**config.mk**
```make
export PLATFORM = sky130hd
export DESIGN_NAME = mmh_queue
export DESIGN_NICKNAME = d
export VERILOG_FILES = /design/src/design/mmh_pkg.sv /design/src/design/mmh_queue.sv
export SDC_FILE = /design/constraint.sdc
export NUM_CORES = 1
export LEC_CHECK = 0
export BUFFER_PORTS_ARGS = -buffer_cell sky130_fd_sc_hd__buf_2
export CORE_MARGIN = 5
export CORE_UTILIZATION = 35
export DETAILED_ROUTE_END_ITERATION = 10
export PLACE_DENSITY_LB_ADDON = 0.25
export SETUP_SLACK_MARGIN = 0.1
export SLEW_MARGIN = 20
export SYNTH_ARGS = -nofsm -noshare
export SYNTH_HDL_FRONTEND = slang
export SYNTH_SLANG_ARGS = --single-unit
export TNS_END_PERCENT = 5
```
**constraint.sdc**
```tcl
create_clock -name clk_i -period 5.7 [get_ports clk_i]
set_clock_uncertainty 0.1 [all_clocks]
set_input_delay 0.57 -clock clk_i [delete_from_list [all_inputs] [get_ports clk_i]]
set_output_delay 0.57 -clock clk_i [all_outputs]
set_load 0.01 [all_outputs]
```
**src/design/mmh_pkg.sv**
```systemverilog
`timescale 1ns / 1ps
// shared types, constants and queue entry format for the murmur3 128-bit hash core
// no dependencies

package mmh_pkg;

  localparam int unsigned QueueDepth = 2;

  localparam logic [63:0] MixC1 = 64'h87c37b91114253d5;
  localparam logic [63:0] MixC2 = 64'h4cf5ad432745937f;
  localparam logic [63:0] AddH1 = 64'h0000000052dce729;
  localparam logic [63:0] AddH2 = 64'h0000000038495ab5;
  localparam logic [63:0] FinM1 = 64'hff51afd7ed558ccd;
  localparam logic [63:0] FinM2 = 64'hc4ceb9fe1a85ec53;

  localparam logic [3:0] WordBytes = 4'd8;

  typedef struct packed {
    logic [63:0] data_word;
    logic [3:0]  valid_bytes;
    logic        last;
  } in_item_t;

  typedef struct packed {
    logic [63:0] hash_low;
    logic [63:0] hash_high;
    logic        ok;
  } out_item_t;

  // classified work for the back end
  typedef struct packed {
    logic [63:0] word;
    logic [3:0]  nbytes;
    logic        last;
    logic        hold;
    logic        do_k1;
    logic        k1_held;
    logic        do_k2;
    logic        do_mix;
  } q_entry_t;

  typedef struct packed {
    logic        start;
    logic [63:0] a;
    logic [63:0] b;
  } mul_req_t;

  typedef struct packed {
    logic        done;
    logic [63:0] p;
  } mul_rsp_t;

endpackage

```
**src/design/mmh_queue.sv**
```systemverilog
`timescale 1ns / 1ps
// short queue between the front end and the back end
// depends on mmh_pkg

module mmh_queue #(
  parameter int unsigned Depth = mmh_pkg::QueueDepth
) (
  input  logic              clk_i,
  input  logic              rst_ni,
  input  logic              push_valid_i,
  output logic              push_ready_o,
  input  mmh_pkg::q_entry_t push_entry_i,
  output logic              pop_valid_o,
  input  logic              pop_ready_i,
  output mmh_pkg::q_entry_t pop_entry_o
);
  import mmh_pkg::*;

  localparam int unsigned PtrW = (Depth > 1) ? $clog2(Depth) : 1;
  localparam int unsigned CntW = $clog2(Depth + 1);

  q_entry_t            slot_q [Depth];
  logic [PtrW-1:0]     wr_q, wr_d, rd_q, rd_d;
  logic [CntW-1:0]     cnt_q, cnt_d;
  logic                push, pop;

  assign push_ready_o = (cnt_q != CntW'(Depth));
  assign pop_valid_o  = (cnt_q != '0);
  assign pop_entry_o  = slot_q[rd_q];
  assign push         = push_valid_i && push_ready_o;
  assign pop          = pop_valid_o && pop_ready_i;

  always_comb begin
    wr_d  = wr_q;
    rd_d  = rd_q;
    cnt_d = cnt_q;
    if (push) begin
      wr_d = (wr_q == PtrW'(Depth - 1)) ? '0 : wr_q + 1'b1;
    end
    if (pop) begin
      rd_d = (rd_q == PtrW'(Depth - 1)) ? '0 : rd_q + 1'b1;
    end
    if (push && !pop) begin
      cnt_d = cnt_q + 1'b1;
    end else if (pop && !push) begin
      cnt_d = cnt_q - 1'b1;
    end
  end

  always_ff @(posedge clk_i or negedge rst_ni) begin
    if (!rst_ni) begin
      wr_q  <= '0;
      rd_q  <= '0;
      cnt_q <= '0;
    end else begin
      wr_q  <= wr_d;
      rd_q  <= rd_d;
      cnt_q <= cnt_d;
    end
  end

  always_ff @(posedge clk_i) begin
    if (push) begin
      slot_q[wr_q] <= push_entry_i;
    end
  end

endmodule

```
Word level (Yosys, flattened, before mapping)
Memories as Yosys holds them, arrays and structs flattened.
Index checks and enable logic that the tools add are counted.
{"block": "op_classes", "addsub": 4, "n_eq_ne": 1, "muxes": 6, "n_reduce_logical": 8}
{"operator": "1-bit logical AND", "count": 4}
{"operator": "1-bit two-way mux", "count": 4}
{"operator": "2-bit two-way mux", "count": 2}
{"operator": "2-bit nonzero test", "count": 2}
{"operator": "1-bit adder, second input constant", "count": 2}
{"operator": "2-bit by 1-bit adder with 2-bit output, second input constant", "count": 1}
{"operator": "1-bit zero test", "count": 2}
{"operator": "2-bit inequality test, second input constant", "count": 1}
{"operator": "2-bit by 1-bit subtractor with 2-bit output, second input constant", "count": 1}
{"block": "totals", "ff_bits": 4, "ram_bits": 148, "input_bits": 78, "output_inout_bits": 76, "elab_cells": 23, "mem_count": 1}
{"memory": "slot_q", "depth": 2, "width": 74, "rd": 1, "rd_ports_with_merged_regs": 0, "wr": 1, "line_no": "mmh_queue.sv:22", "source": "q_entry_t slot_q [Depth];"}

Longest topological paths before layout
Gate-level depths: netlist (run 1).
{"block": "logic_depth", "word_depth": 6, "mapped_depth": 7, "mapped_depth_nobuf": 7}

Worst setup path before layout (run 1)
No wires, ideal clock.
{"block": "synth_timing", "path_type": "flip-flop to flip-flop", "start": "register cnt_q[0]", "end": "memory slot_q[0][0] in the netlist's numbering, enable pin", "setup_ns": 0.507, "arrival_time_ns": 3.789, "t_required_ns": 5.093, "slack_ns": 1.305, "path_stages_with_launch": 4, "path_buffers": 0, "synth_period_minus_slack_ns": 4.395, "path_cell_list": "dfrtp_1 > nand2b_1 > nand2_1 > nor2_1"}
{"block": "synth_via", "elab_chain_cells": 4}
{"element": "from (decl)", "line_no": "mmh_queue.sv:24", "source": "logic [CntW-1:0] cnt_q, cnt_d;"}
{"element": "from (signal assigned)", "line_no": "mmh_queue.sv:58", "source": "cnt_q <= cnt_d;"}
{"element": "2-bit inequality test", "line_no": "mmh_queue.sv:27", "source": "assign push_ready_o = (cnt_q != CntW'(Depth));"}
{"element": "net push_ready_o", "line_no": "mmh_queue.sv:11", "source": "output logic push_ready_o,"}
{"element": "1-bit logical AND", "line_no": "mmh_queue.sv:30", "source": "assign push = push_valid_i && push_ready_o;"}
{"element": "1-bit two-way mux", "line_no": "mmh_queue.sv:63", "source": "if (push) begin"}
{"element": "1-bit two-way mux (implied by the code)", "line_no": "mmh_queue.sv:64", "source": "slot_q[wr_q] <= push_entry_i;"}
{"element": "to (decl)", "line_no": "mmh_queue.sv:22"}
The timed path passes the listed nets, and every way through them passes these cells.

==> impl_metrics.prom, run 1 <==
# TYPE chip_impl_metric gauge
chip_impl_metric{name="synth_top_area_share",unit="%"} 77.5
chip_impl_metric{name="cp.arrival",unit="ps"} 2510
chip_impl_metric{name="power_frac_comb",unit="%"} 28.0
chip_impl_info{name="rr_startpoint",value="cnt_q[0]"} 1
chip_impl_metric{name="die_y_extent",unit="um"} 138
chip_impl_metric{name="drt_wl_total",unit="um"} 10700
chip_impl_metric{name="layout_worst_path_cycle_share",unit="%"} 55.8
chip_impl_metric{name="crit_required",unit="ps"} 5030
chip_impl_info{name="netlist_top_cells_area",value="sky130_fd_sc_hd__edfxtp_1 77%, sky130_fd_sc_hd__mux2_4 13%, sky130_fd_sc_hd__mux2_2 4.7%"} 1
chip_impl_metric{name="relSlewSlack",unit="%"} 47.0
chip_impl_metric{name="grt.overflow.total",unit=""} 0
chip_impl_metric{name="switching_fraction_of_total_power",unit="%"} 27.5
chip_impl_info{name="path_class",value="flop to primary output"} 1
chip_impl_metric{name="synth-warning-count",unit=""} 0
chip_impl_info{name="cp_cell_sequence",value="buf_4 > mux2_2 > buf_2"} 1
chip_impl_metric{name="grt_first_pass_wirelength",unit="um"} 16700
chip_impl_metric{name="worstPathMaxFanout",unit=""} 40
chip_impl_info{name="critical-path-top-delay-family",value="flip-flops"} 1
chip_impl_info{name="tritoncts",value="done"} 1
chip_impl_metric{name="first_global_vias",unit=""} 3161
chip_impl_metric{name="tightest_slew",unit="ps"} 795
chip_impl_metric{name="final_hold_viol_count",unit=""} 0
chip_impl_metric{name="cts_resized",unit=""} 0
chip_impl_info{name="yosys.cell_count.top_type",value="sky130_fd_sc_hd__edfxtp_1"} 1
chip_impl_metric{name="vias",unit=""} 2800
chip_impl_info{name="startpoint_type",value="flop"} 1
chip_impl_metric{name="htree_num_levels",unit=""} 4
chip_impl_metric{name="core_region_area",unit="sq um"} 16000
chip_impl_metric{name="synth_enable_flop_cells",unit=""} 148
chip_impl_info{name="rr_endpoint",value="slot_q[0][40]"} 1
chip_impl_metric{name="detail_route.vias_per_cell",unit=""} 4.34
chip_impl_metric{name="netlist_area",unit="sq um"} 5740
chip_impl_metric{name="ff2ff_path_depth",unit=""} 4
chip_impl_metric{name="post_synthesis_adder_cell_area_fraction",unit="%"} 0.218
chip_impl_metric{name="row_count",unit=""} 46
chip_impl_metric{name="synth_async_sr_flop_share",unit="%"} 2.63
chip_impl_info{name="critical_path.endpoint_type",value="primary output"} 1
chip_impl_metric{name="grt_antenna_before_repair",unit=""} 0
chip_impl_metric{name="power_frac_clock",unit="%"} 30.2
chip_impl_metric{name="p_switching",unit="mW"} 1.09
chip_impl_metric{name="holdPathStages",unit=""} 1
chip_impl_metric{name="synth-simple-area-share",unit="%"} 0.589
chip_impl_metric{name="fill_cells",unit=""} 1419
chip_impl_metric{name="p_per_area",unit="nW/um^2"} 537
chip_impl_metric{name="clk_pin_slew",unit="ps"} 60
chip_impl_metric{name="cts.sink_count",unit=""} 152
chip_impl_metric{name="drt_first_pass_iters",unit=""} 4
chip_impl_metric{name="clock.fmax",unit="MHz"} 315
chip_impl_metric{name="synth-seq-area-share",unit="%"} 79.2
chip_impl_metric{name="remaining_drc_errors",unit=""} 0
chip_impl_metric{name="setup_violators_final",unit=""} 0
chip_impl_metric{name="internal-power",unit="mW"} 2.87
chip_impl_metric{name="mappedNetlistNets",unit=""} 327
chip_impl_metric{name="synthXorXnorAreaFrac",unit="%"} 0.763
chip_impl_metric{name="dp_hpwl",unit="um"} 6790
chip_impl_metric{name="cts-buffers-inserted",unit=""} 17
chip_impl_metric{name="design_area",unit="sq um"} 7390
chip_impl_metric{name="timing.final.max_slew_violations",unit=""} 0
chip_impl_metric{name="max_cap_viol_count",unit=""} 0
chip_impl_metric{name="die_width",unit="um"} 138
chip_impl_metric{name="cp.buffers_inverters",unit=""} 2
chip_impl_metric{name="finalNetCount",unit=""} 495
chip_impl_metric{name="finalWorstPathRequiredPeriod",unit="ps"} 3180
chip_impl_metric{name="ys_ff_latch",unit=""} 152
chip_impl_metric{name="ioPinCount",unit=""} 154
chip_impl_info{name="hold-path-endpoint",value="slot_q[0][45]"} 1
chip_impl_info{name="clock_tree.root_cell",value="sky130_fd_sc_hd__clkbuf_16"} 1
chip_impl_metric{name="synth.distinct_cells",unit=""} 15
chip_impl_metric{name="pin_count_of_the_biggest_net_entering_global_routing",unit=""} 75
chip_impl_metric{name="drive_gt1_share",unit="%"} 61.1
chip_impl_info{name="min_delay_worst_type",value="input port to flop"} 1
chip_impl_info{name="status",value="completed"} 1
chip_impl_metric{name="groute.usage.overall",unit="%"} 11.4
chip_impl_metric{name="die_area",unit="sq um"} 19100
chip_impl_metric{name="routedWlPerCell",unit="um"} 16.6
chip_impl_info{name="rsz0062_at_grt",value="no"} 1
chip_impl_metric{name="initial_util",unit="%"} 35.9
chip_impl_metric{name="synth_area_per_cell",unit="sq um"} 23.1
chip_impl_metric{name="clock_latency",unit="ps"} 410
chip_impl_metric{name="crit_path_max_incr_delay",unit="ps"} 860
chip_impl_metric{name="placed_area",unit="sq um"} 6730
chip_impl_metric{name="r2r_slack",unit="ps"} 3210
chip_impl_metric{name="flow.area_growth_from_synthesis",unit="%"} 28.8
chip_impl_metric{name="maximum_root_to_sink_buffer_count",unit=""} 2
chip_impl_info{name="crit_slowest_cell",value="sky130_fd_sc_hd__dfrtp_4"} 1
chip_impl_info{name="dominant_combinational_cell_family_by_area_after_synthesis",value="multiplexers"} 1
chip_impl_metric{name="power_leakage",unit="nW"} 2.90
chip_impl_metric{name="globalplace.congestion",unit=""} 0.641
chip_impl_metric{name="dr.first_iter.drc_count",unit=""} 132
chip_impl_metric{name="p_seq_share",unit="%"} 41.8
chip_impl_metric{name="postSynthCellCount",unit=""} 248
chip_impl_info{name="post-synth-top-area-cell",value="sky130_fd_sc_hd__edfxtp_1"} 1
chip_impl_info{name="hp-start",value="push_entry_i[45]"} 1
chip_impl_info{name="synth_top_flop_cell",value="sky130_fd_sc_hd__edfxtp_1"} 1
chip_impl_metric{name="fraction_of_synthesized_area_in_multiplexers",unit="%"} 17.8
chip_impl_metric{name="post-layout-total-power",unit="mW"} 3.96
chip_impl_metric{name="antenna_left",unit=""} 0
chip_impl_metric{name="antennaDiodeCount",unit=""} 0
chip_impl_info{name="synth.cells.most_frequent",value="148 x sky130_fd_sc_hd__edfxtp_1, 50 x sky130_fd_sc_hd__mux2_4, 24 x sky130_fd_sc_hd__mux2_2"} 1
chip_impl_metric{name="synth_compound_gate_area_share",unit="%"} 0
chip_impl_metric{name="port-buffer-count",unit=""} 153
chip_impl_metric{name="vdd_ir_drop_max",unit="mV"} 0.326
chip_impl_metric{name="tns",unit="ps"} 0
sequential cells by signal, indices dropped and copies added, names as in the netlist:
signal	count
rd_q	1
cnt_q	2
wr_q	1
slot_q	148
per-layer routing:
metal | vias up | track usage, % | part of all wire [%]
met5 | - | 0 | 0
met4 | 0 | 3.90 | 1.2
met3 | 10 | 4.90 | 6.9
met2 | 108 | 18.2 | 48
met1 | 1365 | 13.9 | 44
li1 | 1317 | - | -
metrics by stage:
step	setup slack, ps	utilization [%]	hold slack, ps	instances
after floorplan	1300	-	174	248
after CTS	2440	46.1	222	644
after detailed placement	2900	42.0	284	611
final	2520	46.2	243	645
after global routing	2360	46.2	214	645
after global placement	2900	42.0	285	611
cells by family (layout without fill, tap and decap cells):
kind of cell / count (synthesis) / count (layout)
DFF: 152 / 152
muxes: 74 / 74
buffers and inverters: 9 / 190
and+or+nand+nor: 7 / 7
xor gates and xnor gates: 5 / 5
adders and majority gates: 1 / 1
repair_timing:
item | in CTS | in global routing
buffers inserted | 0 | 0
hold buffers | 1 | 0
endpoints found under the hold margin | 4 | 0
layout by cell type (no fill, tap or decap), drive strengths merged, types with 3 or more instances in the layout:
cell | netlist | final
xnor2 | 3 | 3
dfrtp | 4 | 4
bufinv | 0 | 5
clkinv | 0 | 6
clkbuf | 0 | 18
mux2 | 74 | 74
edfxtp | 148 | 148
buf | 8 | 156
cell type report:
| type | instances | area, sq um | share of cell area (%) |
|---|---|---|---|
| Clock buffer | 18 | 429 | 5.81 |
| Sequential cell | 152 | 4550 | 61.5 |
| Inverter | 1 | 3.75 | 0.0508 |
| Multi-Input combinational cell | 87 | 1120 | 15.2 |
| Clock inverter | 14 | 204 | 2.76 |
| Timing Repair Buffer | 157 | 811 | 11.0 |
| Tap cell | 216 | 270 | 3.66 |
worst max path at each step:
stage / start / to / depth (start not counted)
3_5_place_dp: rd_q / pop_entry_o[61] / 3
6_report: rd_q / pop_entry_o[61] / 3
5_1_grt: rd_q / pop_entry_o[69] / 3
4_1_cts: rd_q / pop_entry_o[60] / 3
3_3_place_gp: rd_q / pop_entry_o[61] / 3
2_1_floorplan: cnt_q[0] / slot_q[0][0] / 3
power by group through the flow:
stage	Combinational, mW	Clock [mW]	Sequential [mW]
global placement	1.12	0	1.68
floorplan	0.824	0	1.62
CTS	1.13	1.22	1.67
detailed placement	1.12	0	1.69
finish	1.11	1.20	1.66
global route	1.20	1.28	1.69
No activity file was read; power rests on OpenSTA's default activity.
==> run 2, diff against run 1 <==
clock period = 3.23 ns   (was 5.7 ns; I/O delays follow)
==> impl_metrics.prom, run 2 (synthesis gave the netlist of run 1 again) <==
# TYPE chip_impl_metric gauge
chip_impl_info{name="status",value="completed"} 1
chip_impl_metric{name="first_global_vias",unit=""} 3481
chip_impl_metric{name="tightest_slew",unit="ps"} 651
chip_impl_metric{name="remaining_drc_errors",unit=""} 0
chip_impl_metric{name="row_count",unit=""} 46
chip_impl_metric{name="layout_worst_path_cycle_share",unit="%"} 76.4
chip_impl_metric{name="r2r_slack",unit="ps"} 1170
chip_impl_metric{name="crit_required",unit="ps"} 2810
chip_impl_info{name="most-common-layout-cells",value="153 x sky130_fd_sc_hd__buf_2, 148 x sky130_fd_sc_hd__edfxtp_1, 74 x sky130_fd_sc_hd__dlygate4sd3_1, 50 x sky130_fd_sc_hd__mux2_4, 24 x sky130_fd_sc_hd__mux2_2"} 1
chip_impl_metric{name="clock.fmax",unit="MHz"} 405
chip_impl_metric{name="dr.first_iter.drc_count",unit=""} 172
chip_impl_metric{name="maximum_root_to_sink_buffer_count",unit=""} 2
chip_impl_metric{name="dp_hpwl",unit="um"} 7230
chip_impl_metric{name="detail_route.vias_per_cell",unit=""} 4.31
chip_impl_info{name="critical_path.endpoint_type",value="primary output"} 1
chip_impl_metric{name="drt_wl_total",unit="um"} 11500
chip_impl_info{name="tritoncts",value="done"} 1
chip_impl_metric{name="vias",unit=""} 3105
chip_impl_info{name="clock_tree.root_cell",value="sky130_fd_sc_hd__clkbuf_16"} 1
chip_impl_metric{name="htree_num_levels",unit=""} 4
chip_impl_info{name="top_register",value="slot_q"} 1
chip_impl_metric{name="groute.usage.overall",unit="%"} 12.3
chip_impl_metric{name="port-buffer-count",unit=""} 153
chip_impl_metric{name="worstPathMaxFanout",unit=""} 58
chip_impl_metric{name="die_area",unit="sq um"} 19100
chip_impl_info{name="final_common_cell",value="sky130_fd_sc_hd__buf_2"} 1
chip_impl_metric{name="setup_violators_final",unit=""} 0
chip_impl_metric{name="grt.overflow.total",unit=""} 0
chip_impl_metric{name="initial_util",unit="%"} 35.9
chip_impl_metric{name="tns",unit="ps"} 0
chip_impl_metric{name="routedWlPerCell",unit="um"} 16.0
chip_impl_metric{name="clock_latency",unit="ps"} 410
chip_impl_info{name="largest_registers_ranked_by_flip_flop_count",value="slot_q: 148 flops, cnt_q: 2 flops"} 1
chip_impl_metric{name="ioPinCount",unit=""} 154
chip_impl_metric{name="antennaDiodeCount",unit=""} 0
chip_impl_metric{name="p_per_area",unit="nW/um^2"} 883
chip_impl_metric{name="post-layout-total-power",unit="mW"} 7.22
chip_impl_metric{name="final_hold_viol_count",unit=""} 0
chip_impl_metric{name="timing.final.max_slew_violations",unit=""} 0
chip_impl_metric{name="relSlewSlack",unit="%"} 56.6
chip_impl_metric{name="cp.arrival",unit="ps"} 2050
chip_impl_metric{name="fill_cells",unit=""} 1348
chip_impl_metric{name="pin_count_of_the_biggest_net_entering_global_routing",unit=""} 59
chip_impl_metric{name="largest_register_ffs",unit=""} 148
chip_impl_metric{name="drt_first_pass_iters",unit=""} 4
chip_impl_metric{name="postCtsSetupRepairBufs",unit=""} 0
chip_impl_metric{name="grt_first_pass_wirelength",unit="um"} 18300
chip_impl_metric{name="antenna_left",unit=""} 0
chip_impl_metric{name="die_width",unit="um"} 138
chip_impl_metric{name="globalplace.congestion",unit=""} 0.687
chip_impl_metric{name="cts.sink_count",unit=""} 152
chip_impl_metric{name="finalNetCount",unit=""} 571
chip_impl_metric{name="die_y_extent",unit="um"} 138
chip_impl_metric{name="flow.area_growth_from_synthesis",unit="%"} 42.7
chip_impl_metric{name="drive_gt1_share",unit="%"} 53.1
chip_impl_info{name="path_class",value="flop to primary output"} 1
chip_impl_info{name="rsz0062_at_grt",value="no"} 1
chip_impl_metric{name="core_region_area",unit="sq um"} 16000
chip_impl_metric{name="clk_pin_slew",unit="ps"} 60
chip_impl_metric{name="power_leakage",unit="nW"} 3.24
chip_impl_info{name="startpoint_type",value="flop"} 1
chip_impl_metric{name="cts-buffers-inserted",unit=""} 17
chip_impl_info{name="min_delay_worst_type",value="input port to flop"} 1
chip_impl_metric{name="max_cap_viol_count",unit=""} 0
chip_impl_metric{name="grt_antenna_before_repair",unit=""} 0
chip_impl_metric{name="vdd_ir_drop_max",unit="mV"} 0.450
chip_impl_metric{name="finalWorstPathRequiredPeriod",unit="ps"} 2470
==> run 2: timing repair <==
action / in CTS / in global routing
gates resized for setup: 0 / 0
hold buffers: 74 / 0
endpoints found under the hold margin: 150 / 0
==> run 2: final timing paths <==
kind                                       start         endpoint  depth (start not counted)
worst max register to register          cnt_q[0]    slot_q[1][19]                          3
min in group asynchronous                 rst_ni             wr_q                          2
worst max-delay path                        rd_q  pop_entry_o[60]                          3
max in group asynchronous                 rst_ni             rd_q                          2
worst min-delay path            push_entry_i[53]    slot_q[0][53]                          1
worst min register to register          cnt_q[1]         cnt_q[1]                          1
==> run 2: power breakdown <==
group | switching [mW] | internal, mW
Sequential | 0.172 | 2.70
Clock | 0.777 | 1.45
Combinational | 1.04 | 1.08
==> run 2: area by class of cell <==
cell class | count | area, sq um | area share [%]
inverter | 1 | 3.75 | 0.0459
sequential | 152 | 4550 | 55.6
timing repair buffer | 233 | 1560 | 19.1
clock inverter | 15 | 250 | 3.06
multi-input combinational | 87 | 1120 | 13.7
tap | 216 | 270 | 3.30
clock buffer | 17 | 425 | 5.20
==> run 2: per-layer routing <==
metal	vias to the layer above	track usage, %	wire length, um
met5	-	0	0
met4	0	4.68	129
met3	10	4.66	754
met2	110	19.6	5650
met1	1516	15.2	4980
li1	1469	-	-
==> run 2: critical path, stage by stage, from the launching register on <==
cell and delay, ps:
sky130_fd_sc_hd__dfrtp_4 650, sky130_fd_sc_hd__buf_12 420, sky130_fd_sc_hd__mux2_2 400, sky130_fd_sc_hd__buf_2 140
==> run 2: stage by stage <==
stage / hold WS [ps] / setup slack [ps] / util [%] / std cells / area (sq um)
final: 43.4 / 761 / 51.2 / 721 / 8190
after global routing: 29.7 / 665 / 51.2 / 721 / 8190
after floorplan: -72.6 / 304 / - / 248 / 5740
after global placement: 49.0 / 1150 / 42.3 / 615 / 6770
after CTS: 15.9 / 710 / 51.2 / 721 / 8190
after detailed placement: 50.4 / 1170 / 42.3 / 615 / 6770
